[src/sv/uesc_pkg.sv]
// ----------------------------------------------------------------------------
// uesc_pkg
// Shared widths, character codes and hex digit decode for the escape decoder.
// ----------------------------------------------------------------------------
package uesc_pkg;

   // payload widths
   localparam int BYTE_W  = 8;
   localparam int UNIT_W  = 16;
   localparam int COUNT_W = 3;
   localparam int NIBBLE_W = 4;

   // character codes
   localparam logic [BYTE_W-1:0] CHAR_BACKSLASH = 8'h5C;
   localparam logic [BYTE_W-1:0] CHAR_U         = 8'h75;
   localparam logic [BYTE_W-1:0] CHAR_T         = 8'h74;
   localparam logic [BYTE_W-1:0] CHAR_R         = 8'h72;
   localparam logic [BYTE_W-1:0] CHAR_N         = 8'h6E;
   localparam logic [BYTE_W-1:0] CHAR_F         = 8'h66;
   localparam logic [BYTE_W-1:0] CHAR_0         = 8'h30;
   localparam logic [BYTE_W-1:0] CHAR_9         = 8'h39;
   localparam logic [BYTE_W-1:0] CHAR_LOWER_A   = 8'h61;
   localparam logic [BYTE_W-1:0] CHAR_LOWER_F   = 8'h66;
   localparam logic [BYTE_W-1:0] CHAR_UPPER_A   = 8'h41;
   localparam logic [BYTE_W-1:0] CHAR_UPPER_F   = 8'h46;

   // control codes emitted for the short escapes
   localparam logic [UNIT_W-1:0] UNIT_TAB = 16'd9;
   localparam logic [UNIT_W-1:0] UNIT_LF  = 16'd10;
   localparam logic [UNIT_W-1:0] UNIT_FF  = 16'd12;
   localparam logic [UNIT_W-1:0] UNIT_CR  = 16'd13;

   // value of the letter digits above nine
   localparam logic [NIBBLE_W-1:0] HEX_TEN = 4'd10;

   // hex digit decode: valid flag and nibble value
   typedef struct packed {
      logic                is_hex;
      logic [NIBBLE_W-1:0] value;
   } hex_digit_type;

   function automatic hex_digit_type hex_decode(input logic [BYTE_W-1:0] b);
      hex_digit_type d;
      logic [BYTE_W-1:0] diff;
      d    = '0;
      diff = '0;
      if (b >= CHAR_0 && b <= CHAR_9) begin
         diff     = b - CHAR_0;
         d.is_hex = 1'b1;
         d.value  = diff[NIBBLE_W-1:0];
      end else if (b >= CHAR_LOWER_A && b <= CHAR_LOWER_F) begin
         diff     = b - CHAR_LOWER_A;
         d.is_hex = 1'b1;
         d.value  = HEX_TEN + diff[NIBBLE_W-1:0];
      end else if (b >= CHAR_UPPER_A && b <= CHAR_UPPER_F) begin
         diff     = b - CHAR_UPPER_A;
         d.is_hex = 1'b1;
         d.value  = HEX_TEN + diff[NIBBLE_W-1:0];
      end
      return d;
   endfunction

endpackage

[src/sv/uesc_if.sv]
// ----------------------------------------------------------------------------
// uesc_if
// Valid/ready channels of the escape decoder: byte requests and code units.
// ----------------------------------------------------------------------------
interface uesc_req_if;
   logic                        valid;
   logic                        ready;
   logic [uesc_pkg::BYTE_W-1:0] in_byte;

   modport source (output valid, output in_byte, input ready);
   modport sink   (input valid, input in_byte, output ready);
endinterface

interface uesc_rsp_if;
   logic                        valid;
   logic                        ready;
   logic [uesc_pkg::UNIT_W-1:0] code_unit;

   modport source (output valid, output code_unit, input ready);
   modport sink   (input valid, input code_unit, output ready);
endinterface

[src/sv/unicode_escape_decoder.sv]
// ----------------------------------------------------------------------------
// unicode_escape_decoder
// Decodes a backslash-escaped byte stream into 16-bit code units.
//
// Takes one byte per clock and turns it into zero or one code unit. Plain
// bytes pass through zero-extended; \t \r \n \f give TAB, CR, LF and FF; \u
// followed by HEX_DIGITS bytes gives the hex value (a non-hex byte in that
// run uses a slot but adds nothing); any other escaped byte comes out as
// itself. A byte waits in the input register while the parser state and the
// result register update, so a code unit is presented from the result
// register once its last byte has passed the input register. A new byte is
// taken every cycle as long as the result register is free or being drained.
// Bytes that only advance the parser (backslash, u, hex digits before the
// last) never wait on the output.
// ----------------------------------------------------------------------------
module unicode_escape_decoder #(
   parameter int HEX_DIGITS = 4
) (
   input  logic       clock,
   input  logic       reset,
   uesc_req_if.sink   req_chan,
   uesc_rsp_if.source rsp_chan
);

   typedef enum logic [1:0] {
      MODE_TEXT = 2'd0,
      MODE_ESC  = 2'd1,
      MODE_HEX  = 2'd2
   } mode_type;

   localparam logic [uesc_pkg::COUNT_W:0] LastSlot = (uesc_pkg::COUNT_W + 1)'(HEX_DIGITS);

   // input register
   logic                                in_valid_ff;
   logic                                in_valid_in;
   logic [uesc_pkg::BYTE_W-1:0]         in_byte_ff;

   // parser state
   mode_type                            mode_ff;
   mode_type                            mode_in;
   logic [uesc_pkg::COUNT_W-1:0]        count_ff;
   logic [uesc_pkg::COUNT_W-1:0]        count_in;
   logic [uesc_pkg::UNIT_W-1:0]         acc_ff;
   logic [uesc_pkg::UNIT_W-1:0]         acc_in;

   // result register
   logic                                out_valid_ff;
   logic                                out_valid_in;
   logic [uesc_pkg::UNIT_W-1:0]         out_unit_ff;
   logic [uesc_pkg::UNIT_W-1:0]         unit_in;

   logic                                emit;
   logic                                out_free;
   logic                                step;
   uesc_pkg::hex_digit_type             digit;
   logic [uesc_pkg::UNIT_W-1:0]         acc_shifted;
   logic [uesc_pkg::COUNT_W:0]          count_inc;

   // hex digit path
   always_comb begin
      digit       = uesc_pkg::hex_decode(in_byte_ff);
      acc_shifted = digit.is_hex
                    ? {acc_ff[uesc_pkg::UNIT_W-uesc_pkg::NIBBLE_W-1:0], digit.value}
                    : acc_ff;
      count_inc   = {1'b0, count_ff} + 1'b1;
   end

   // parser next state and result
   always_comb begin
      mode_in  = mode_ff;
      count_in = count_ff;
      acc_in   = acc_ff;
      unit_in  = {{(uesc_pkg::UNIT_W-uesc_pkg::BYTE_W){1'b0}}, in_byte_ff};
      emit     = 1'b0;
      case (mode_ff)
         MODE_ESC: begin
            if (in_byte_ff == uesc_pkg::CHAR_U) begin
               mode_in  = MODE_HEX;
               count_in = '0;
               acc_in   = '0;
            end else begin
               mode_in = MODE_TEXT;
               emit    = 1'b1;
               case (in_byte_ff)
                  uesc_pkg::CHAR_T: unit_in = uesc_pkg::UNIT_TAB;
                  uesc_pkg::CHAR_R: unit_in = uesc_pkg::UNIT_CR;
                  uesc_pkg::CHAR_N: unit_in = uesc_pkg::UNIT_LF;
                  uesc_pkg::CHAR_F: unit_in = uesc_pkg::UNIT_FF;
                  default:          unit_in = {{(uesc_pkg::UNIT_W-uesc_pkg::BYTE_W){1'b0}},
                                               in_byte_ff};
               endcase
            end
         end
         MODE_HEX: begin
            if (count_inc >= LastSlot) begin
               unit_in  = acc_shifted;
               emit     = 1'b1;
               mode_in  = MODE_TEXT;
               count_in = '0;
               acc_in   = '0;
            end else begin
               acc_in   = acc_shifted;
               count_in = count_inc[uesc_pkg::COUNT_W-1:0];
            end
         end
         default: begin
            if (in_byte_ff == uesc_pkg::CHAR_BACKSLASH) begin
               mode_in = MODE_ESC;
            end else begin
               mode_in = MODE_TEXT;
               emit    = 1'b1;
            end
         end
      endcase
   end

   // handshake: a byte leaves the input register unless its result must wait
   always_comb begin
      out_free       = !out_valid_ff || rsp_chan.ready;
      step           = in_valid_ff && (!emit || out_free);
      req_chan.ready = !in_valid_ff || step;
      in_valid_in    = (req_chan.valid && req_chan.ready) || (in_valid_ff && !step);
      out_valid_in   = (step && emit) || (out_valid_ff && !rsp_chan.ready);
   end

   assign rsp_chan.valid     = out_valid_ff;
   assign rsp_chan.code_unit = out_unit_ff;

   // registers
   always_ff @(posedge clock) begin
      if (reset) begin
         in_valid_ff  <= 1'b0;
         out_valid_ff <= 1'b0;
         mode_ff      <= MODE_TEXT;
         count_ff     <= '0;
         acc_ff       <= '0;
      end else begin
         in_valid_ff  <= in_valid_in;
         out_valid_ff <= out_valid_in;
         // result register
         if (step && emit) begin
            out_unit_ff <= unit_in;
         end
         // parser state
         if (step) begin
            mode_ff  <= mode_in;
            count_ff <= count_in;
            acc_ff   <= acc_in;
         end
         // input register
         if (req_chan.valid && req_chan.ready) begin
            in_byte_ff <= req_chan.in_byte;
         end
      end
   end

endmodule

[src/flat_wrapper.sv]
// flat-port wrapper written by rule: the top's interface ports become plain ports
module unicode_escape_decoder_flat 
#(
   parameter int HEX_DIGITS = 4
)
  (clock, reset, req_chan_valid, req_chan_in_byte, req_chan_ready, rsp_chan_valid, rsp_chan_code_unit, rsp_chan_ready);
  uesc_req_if req_chan_i ();
  uesc_rsp_if rsp_chan_i ();
  input  logic clock;
  input  logic reset;
  input wire logic [$bits(req_chan_i.valid)-1:0] req_chan_valid;
  input wire logic [$bits(req_chan_i.in_byte)-1:0] req_chan_in_byte;
  output wire logic [$bits(req_chan_i.ready)-1:0] req_chan_ready;
  output wire logic [$bits(rsp_chan_i.valid)-1:0] rsp_chan_valid;
  output wire logic [$bits(rsp_chan_i.code_unit)-1:0] rsp_chan_code_unit;
  input wire logic [$bits(rsp_chan_i.ready)-1:0] rsp_chan_ready;
  assign req_chan_i.valid = req_chan_valid;
  assign req_chan_i.in_byte = req_chan_in_byte;
  assign req_chan_ready = req_chan_i.ready;
  assign rsp_chan_valid = rsp_chan_i.valid;
  assign rsp_chan_code_unit = rsp_chan_i.code_unit;
  assign rsp_chan_i.ready = rsp_chan_ready;
  unicode_escape_decoder #(.HEX_DIGITS(HEX_DIGITS)) u_core (.clock(clock), .reset(reset), .req_chan(req_chan_i), .rsp_chan(rsp_chan_i));
endmodule
[config.mk]
export PLATFORM = sky130hd
export DESIGN_NAME = unicode_escape_decoder_flat
export DESIGN_NICKNAME = d
export VERILOG_FILES = /design/src/sv/uesc_pkg.sv /design/src/sv/uesc_if.sv /design/src/sv/unicode_escape_decoder.sv /design/src/flat_wrapper.sv
export SDC_FILE = /design/constraint.sdc
export NUM_CORES = 1
export LEC_CHECK = 0
export BUFFER_PORTS_ARGS = -buffer_cell sky130_fd_sc_hd__buf_2
export CORE_ASPECT_RATIO = 1.25
export CORE_UTILIZATION = 62
export CTS_BUF_LIST = sky130_fd_sc_hd__clkbuf_16
export DETAILED_ROUTE_END_ITERATION = 8
export MAX_ROUTING_LAYER = met4
export PLACE_DENSITY = 0.86
export SLEW_MARGIN = 20
export SYNTH_ARGS = -nofsm -noshare
export SYNTH_HDL_FRONTEND = slang
export SYNTH_SLANG_ARGS = --single-unit
[constraint.sdc]
create_clock -name clock -period 3.7 [get_ports clock]
set_input_delay 1.11 -clock clock [delete_from_list [all_inputs] [get_ports clock]]
set_output_delay 1.11 -clock clock [all_outputs]
set_load 0.05 [all_outputs]
==> results of run 1 <==
[state kept, by name (all words and copies together), names as in the netlist]
name                       flops
u_core.count_ff                3
u_core.rsp_chan.code_unit     16
u_core.rsp_chan.valid          1
u_core.in_byte_ff              8
u_core.in_valid_ff             1
u_core.acc_ff                 16
u_core.mode_ff                 2
[metal layers]
layer	global-route usage, %	wire (um)	vias to the layer above
met1	31.20	2137	991
met3	5.142	355	23
met2	47.35	2777	99
li1	-	-	1009
met4	14.55	175	0
met5	-	0	-
[worst max-delay path: cells and delay by family (launching register included)]
kind	cells	cell delay [ps]
AOI/OAI and AO/OA	2	530
DFF	1	510
buffers and inverters	3	460
and+or+nand+nor	2	310
adders and majority gates	1	260
[synth_stat cells, drive strengths merged, types with 2 or more instances]
master    n
inv      14
o221ai    3
nand4     2
and3      2
a21oi    34
a2111oi   3
nor4b     2
edfxtp   24
a2111o    2
nand2    35
o211ai    3
nor2     16
dfxtp    23
a21o      2
buf       9
mux2i     3
o21ai    17
clkbuf    7
or4       2
ha        8
o41ai     3
o32ai     2
nor3      2
and2      2
nand2b    5
nand3    16
a31oi     2
[final cells by class]
| cell class | count | area [um2] |
|---|---|---|
| flip-flops and latches | 47 | 1181 |
| repair buffers | 32 | 167.7 |
| clock inverters | 2 | 36.28 |
| well taps | 54 | 67.56 |
| clock buffers | 6 | 150.1 |
| inverters | 14 | 52.55 |
| multi-input cells | 184 | 1172 |
| fillers | 298 | 988.4 |
[metrics by stage]
| step | total power [mW] | cells | hold slack [ps] | utilization, % | setup WS (ps) |
|---|---|---|---|---|---|
| finish | 1.187 | 339 | 473.1 | 74.10 | 226.7 |
| global route | 1.216 | 339 | 497.8 | 74.10 | 19.32 |
| CTS | 1.189 | 339 | 475.3 | 73.87 | 251.5 |
| detailed placement | 0.6486 | 331 | 446.4 | 68.98 | 581.7 |
| global placement | 0.6479 | 331 | 439.5 | 68.98 | 626.9 |
| floorplan | 0.6302 | 261 | 431.9 | - | 777.0 |
[path summary, 6_finish.rpt]
path / cells after the start / slack [ps] / endpoint / startpoint
max: 8 / 230 / req_chan_ready / u_core.in_byte_ff[1]
min: 2 / 470 / u_core.count_ff[1] / u_core.count_ff[1]
max reg2reg: 8 / 1030 / u_core.count_ff[0] / u_core.in_byte_ff[1]
min reg2reg: 2 / 470 / u_core.count_ff[1] / u_core.count_ff[1]
[power breakdown]
part | total [mW] | internal, mW | leakage, nW | switching (mW)
combinational | 0.0725 | 0.0210 | 0.509 | 0.0514
clock | 0.548 | 0.360 | 0.0925 | 0.188
sequential | 0.567 | 0.557 | 0.410 | 0.00971
[what timing repair did]
action | CTS | global route
hold endpoints to repair | 0 | 0
setup buffers | 0 | 0
gates resized for setup | 0 | 1
setup endpoints to repair | 0 | 1
[cells by family (layout without fill, tap and decap cells)]
logic type / Yosys count / after routing
flip-flops: 47 / 47
adder cells (fa/ha/maj): 8 / 8
AO/OA/AOI/OAI: 85 / 85
AND/OR/NAND/NOR: 88 / 88
buffers and inverters: 30 / 54
multiplexers: 3 / 3
==> metrics.txt, run 1 <==
status=finished clean; share of the synthesized area in the top cell type=between 20% and 30%; clk_skew=between 6 and 7 ps; Hold Fails Final Rpt=0; Post-Synth XOR/XNOR Area=0%; Site Rows=25; Main synth FF type=edfxtp_1; highest-count cells in the layout ignoring fill and taps=nand2_1, a21oi_1, buf_2; synth unique cells=52; Sink Count=47; Synth Area per Inst=between 9 and 10 um2; warnings from Yosys=0; largest family of logic cells by synthesized area=compound AO/OA/AOI/OAI gates; slew margin rel.=roughly half; critical path required time=~2600 ps; WP data arrival=between 2000 and 2500 ps; Leak=around 1.0 nW; hold crit path type=reg -> reg; area delta synth->final=12.83%; worst vdd ir=between 300 and 400 uV; worst-path fanout max=9; setup TNS=0 ps; placeable core area=3816 um2; Vias=2122; cells after synthesis=about 260; hpwl dp=between 3 and 4 mm; Post-Synth Simple-Gate Area=roughly 17%; Final nets=approximately 300; placed inst area=2633 um2; wire per inst=between 15 and 20 um; clock-pin slew on the worst setup and hold paths=~60 ps; area fraction in compound gates after synthesis=between 20% and 30%; Tcrit/Tclk final=between 90 and 100%; IO Port Bufs=29; largest area contributor in the netlist=edfxtp_1; post-synthesis mux area share=under 10%; DRC Markers=0; CP most frequent cell=inv_1; Starting Density=~66%; CTS tree=built; number of global-route vias before repair=between 1500 and 2000; min Tclk post-route=between 3000 and 4000 ps; Total Routing Usage GR=about 28%; CP startpoint kind=flip-flop; Vias/cell=between 6 and 7; Power Density=419.9 nW/um2; total die area=4302 um2; post-synthesis adder-cell area fraction=3.994%; chip width=slightly below 60 um; CP max stage delay=roughly 500 ps; total grt overflow=0; worst-path cell chain=inv_1 > ha_1 > nand4_1 > o31ai_4 > a311o_1 > nor2_1 > inv_1 > buf_2; Top Ports=30; first-pass GRT wire length=a little under 9 mm; Clock Tree Buf Depth=2; post-synth net total=approximately 280; Worst-Skew Late Latency=around 290 ps; DRT Pass-1 Iters=4; FFs w/ async S/R, synth=0%; Slowest cell on crit path=edfxtp_1; post-route cell area=between 2000 and 3000 um2; top post-synthesis cells by area=edfxtp_1, dfxtp_1, a21oi_1, nand2_1, ha_1; largest net degree at the start of global routing=24; Die H=~73 um; Least-Margin Pin Slew=approximately 740 ps; initial antenna violation count=0; number of flops mapped to enable cells by yosys=24; Final Setup Violations=0; Final Slew Violations=0; FF+latch count, synth=between 40 and 50; commonest non-fill, non-tap cell in the layout=nand2_1; Max Freq=about 290 MHz; CP Capture Type=primary output; unrepaired setup endpoints after global routing=false; Crit Path Class=reg -> out; post-synthesis sequential area ratio=roughly 47%; Iter 0 DRT Violations=between 100 and 150; H-tree Lvls=2; layout cell share with drive strength beyond 1=a little under a fifth; total wire length=between 5 and 6 mm; n_diodes=0; Final GP Congestion=approximately 0.97; ANT nets after route=0; Max Cap Violations=0; root buffer cell=clkbuf_16; synthesized area=about 2500 um2; total CTS buffers=5; hold buffers post-CTS=0
(Power assumes the default switching activity.)
==> inputs of run 2 (changes only) <==
Settings changed: CELL_PAD_IN_SITES_DETAIL_PLACEMENT set to 1, CELL_PAD_IN_SITES_GLOBAL_PLACEMENT set to 2, CORE_UTILIZATION 62 to 39.
==> run 2 against run 1 <==
  * Final area increased by 1.2%
  * Register-to-register slack got worse by 50 ps
  * Wire length increased by 16%
  * Critical endpoint unchanged
  * Critical path type unchanged
  * Die area increased by 57%
  * Utilization decreased by 28 points
  * Clock skew increased by 1.6 ps
  * Global-route usage decreased by 7.1 points
  * Worst hold slack got worse by 1.6 ps
  * Clock-buffer cell count decreased by 1
  * Total power increased by 2.8%
  * Combinational power increased by 2%
  * Non-clock buffer count unchanged
==> metrics.txt, run 2 (same netlist as run 1, synthesis figures left out) <==
layout cell share with drive strength beyond 1=18.25% (-0.35 points); number of global-route vias before repair=2109 (+6.8%); root buffer cell=clkbuf_16; worst vdd ir=241.6 uV (-36%); R2R Setup Slk=980 ps (-50 ps); Die H=91.63 um (+25%); Iter 0 DRT Violations=80 (-42%); final setup margin=171.3 ps (-55.39 ps); chip width=73.70 um (+25%); CP startpoint kind=flip-flop; Power Total=1.221 mW (+2.8%); area delta synth->final=14.13%; switching power total=0.2577 mW (+3.4%); worst r2r src=u_core.in_byte_ff[0]; total die area=6753 um2 (+57%); Vias/cell=5.611 (-10%); Combinational Power Share=6.1% (about the same); H-tree Lvls=2 (unchanged); Final GP Congestion=0.9033 (-7.1%); Power Density=426.8 nW/um2 (+1.6%); initial antenna violation count=0 (unchanged); Final Setup Violations=0 (unchanged); clock-pin slew on the worst setup and hold paths=70 ps (about the same); worst-path fanout max=9 (unchanged); Sink Count=47 (unchanged); cts repair resizes=0 (unchanged); unrepaired setup endpoints after global routing=false; placed cells=362 (+9.4%); total CTS buffers=5 (unchanged); sequential share of power=46.5% (-1.2 points); hpwl dp=4.508 mm (+23%); Hold Fails Final Rpt=0 (unchanged); slew margin rel.=48.02% (-1.2 points); DRC Markers=0 (unchanged); Tcrit/Tclk final=95.37% (+1.5 points); Worst R2R Path Depth=8 (unchanged); cell-internal power=0.9629 mW (+2.7%); Hold Path Cell Cnt=2 (unchanged); hold crit path type=reg -> reg; clk_skew=8.547 ps (+1.619 ps); Post-CTS Setup Inserts=0 (unchanged); Max Cap Violations=0 (unchanged); Post-Layout Cell Count=370 (+9.1%); first-pass GRT wire length=10.41 mm (+19%); total wire length=6.317 mm (+16%); WP data arrival=2420 ps (+60 ps); Max Freq=283.4 MHz (-1.6%); Hold EP=u_core.count_ff[1]; Vias=2076 (-2.2%); Clock Power Share=47.5% (+1.4 points); placed inst area=2671 um2 (+1.5%); Final nets=304 (unchanged); Final Core Density=46.09% (-28 points); min Tclk post-route=3529 ps (+55.39 ps); post-route cell area=2860 um2 (+1.2%); placeable core area=6206 um2 (+63%); highest-count cells in the layout ignoring fill and taps=nand2_1, a21oi_1, buf_2; Least-Margin Pin Slew=779.7 ps (+37.48 ps); Total Routing Usage GR=20.92% (-7.1 points); Top Ports=30 (unchanged); commonest non-fill, non-tap cell in the layout=nand2_1; critical path required time=2590 ps (about the same); Crit Path Class=reg -> out; IO Port Bufs=29 (unchanged); n_diodes=0 (unchanged); Reg2Reg Capture Point=u_core.rsp_chan.code_unit[5]; Final Slew Violations=0 (unchanged); largest net degree at the start of global routing=24 (unchanged); status=finished clean; Site Rows=32 (+28%); Clock Tree Buf Depth=2 (unchanged); pre-CTS WS=535.5 ps (-46.24 ps); setup TNS=0 ps (unchanged); Switching Share=21.11% (+0.12 points); Starting Density=40.38% (-25 points); ANT nets after route=0 (unchanged); wire per inst=17.07 um (+6.3%); hold buffers post-CTS=0 (unchanged); Leak=1.014 nW (+0.15%); total grt overflow=0 (unchanged); Worst-Skew Late Latency=290 ps (about the same); hold slack=471.5 ps (-1.640 ps); Hold Crit Start=u_core.count_ff[1]; DRT Pass-1 Iters=4 (unchanged); CP Capture Type=primary output; CTS tree=built
[run 2: cell types whose count changed in the layout (fill, tap and decap cells not counted), sizes merged]
cell / change
bufinv: +1
clkbuf: -1
[run 2: power by group through the flow]
stage / Combinational [mW] / Sequential [mW] / Clock, mW
global route: 0.0802 / 0.569 / 0.601
detailed placement: 0.0741 / 0.578 / 0
CTS: 0.0744 / 0.567 / 0.591
finish: 0.0739 / 0.567 / 0.579
floorplan: 0.0384 / 0.592 / 0
global placement: 0.0728 / 0.578 / 0
[run 2: worst max-delay path: stages (launching register included)]
cell and delay (ps):
edfxtp_1 510, inv_1 150, ha_1 280, nand4_1 200, o31ai_2 330, a311o_1 260, nor2_1 70, inv_1 70
buf_2 260
[run 2: layer usage]
layer | GRT usage (%) | wire [um]
met5 | - | 0
met4 | 9.776 | 184
met3 | 2.418 | 158
met2 | 34.71 | 3196
met1 | 24.95 | 2778
[run 2: worst max-delay path by stage]
stage                          from             end  slack [ps]  cells past startpoint
2_1_floorplan  u_core.in_byte_ff[1]  req_chan_ready         780                      7
3_3_place_gp   u_core.in_byte_ff[1]  req_chan_ready         600                      8
3_5_place_dp   u_core.in_byte_ff[1]  req_chan_ready         540                      8
4_1_cts        u_core.in_byte_ff[1]  req_chan_ready         200                      8
5_1_grt        u_core.in_byte_ff[1]  req_chan_ready          20                      8
6_report       u_core.in_byte_ff[1]  req_chan_ready         170                      8
[run 2: layout make-up]
class	instances	area, um2
Sequential cell	47	1181
Tap cell	85	106.4
Inverter	14	52.55
Clock inverter	3	63.81
Fill cell	715	3346
Multi-Input combinational cell	184	1164
Timing Repair Buffer	32	167.7
Clock buffer	5	125.1
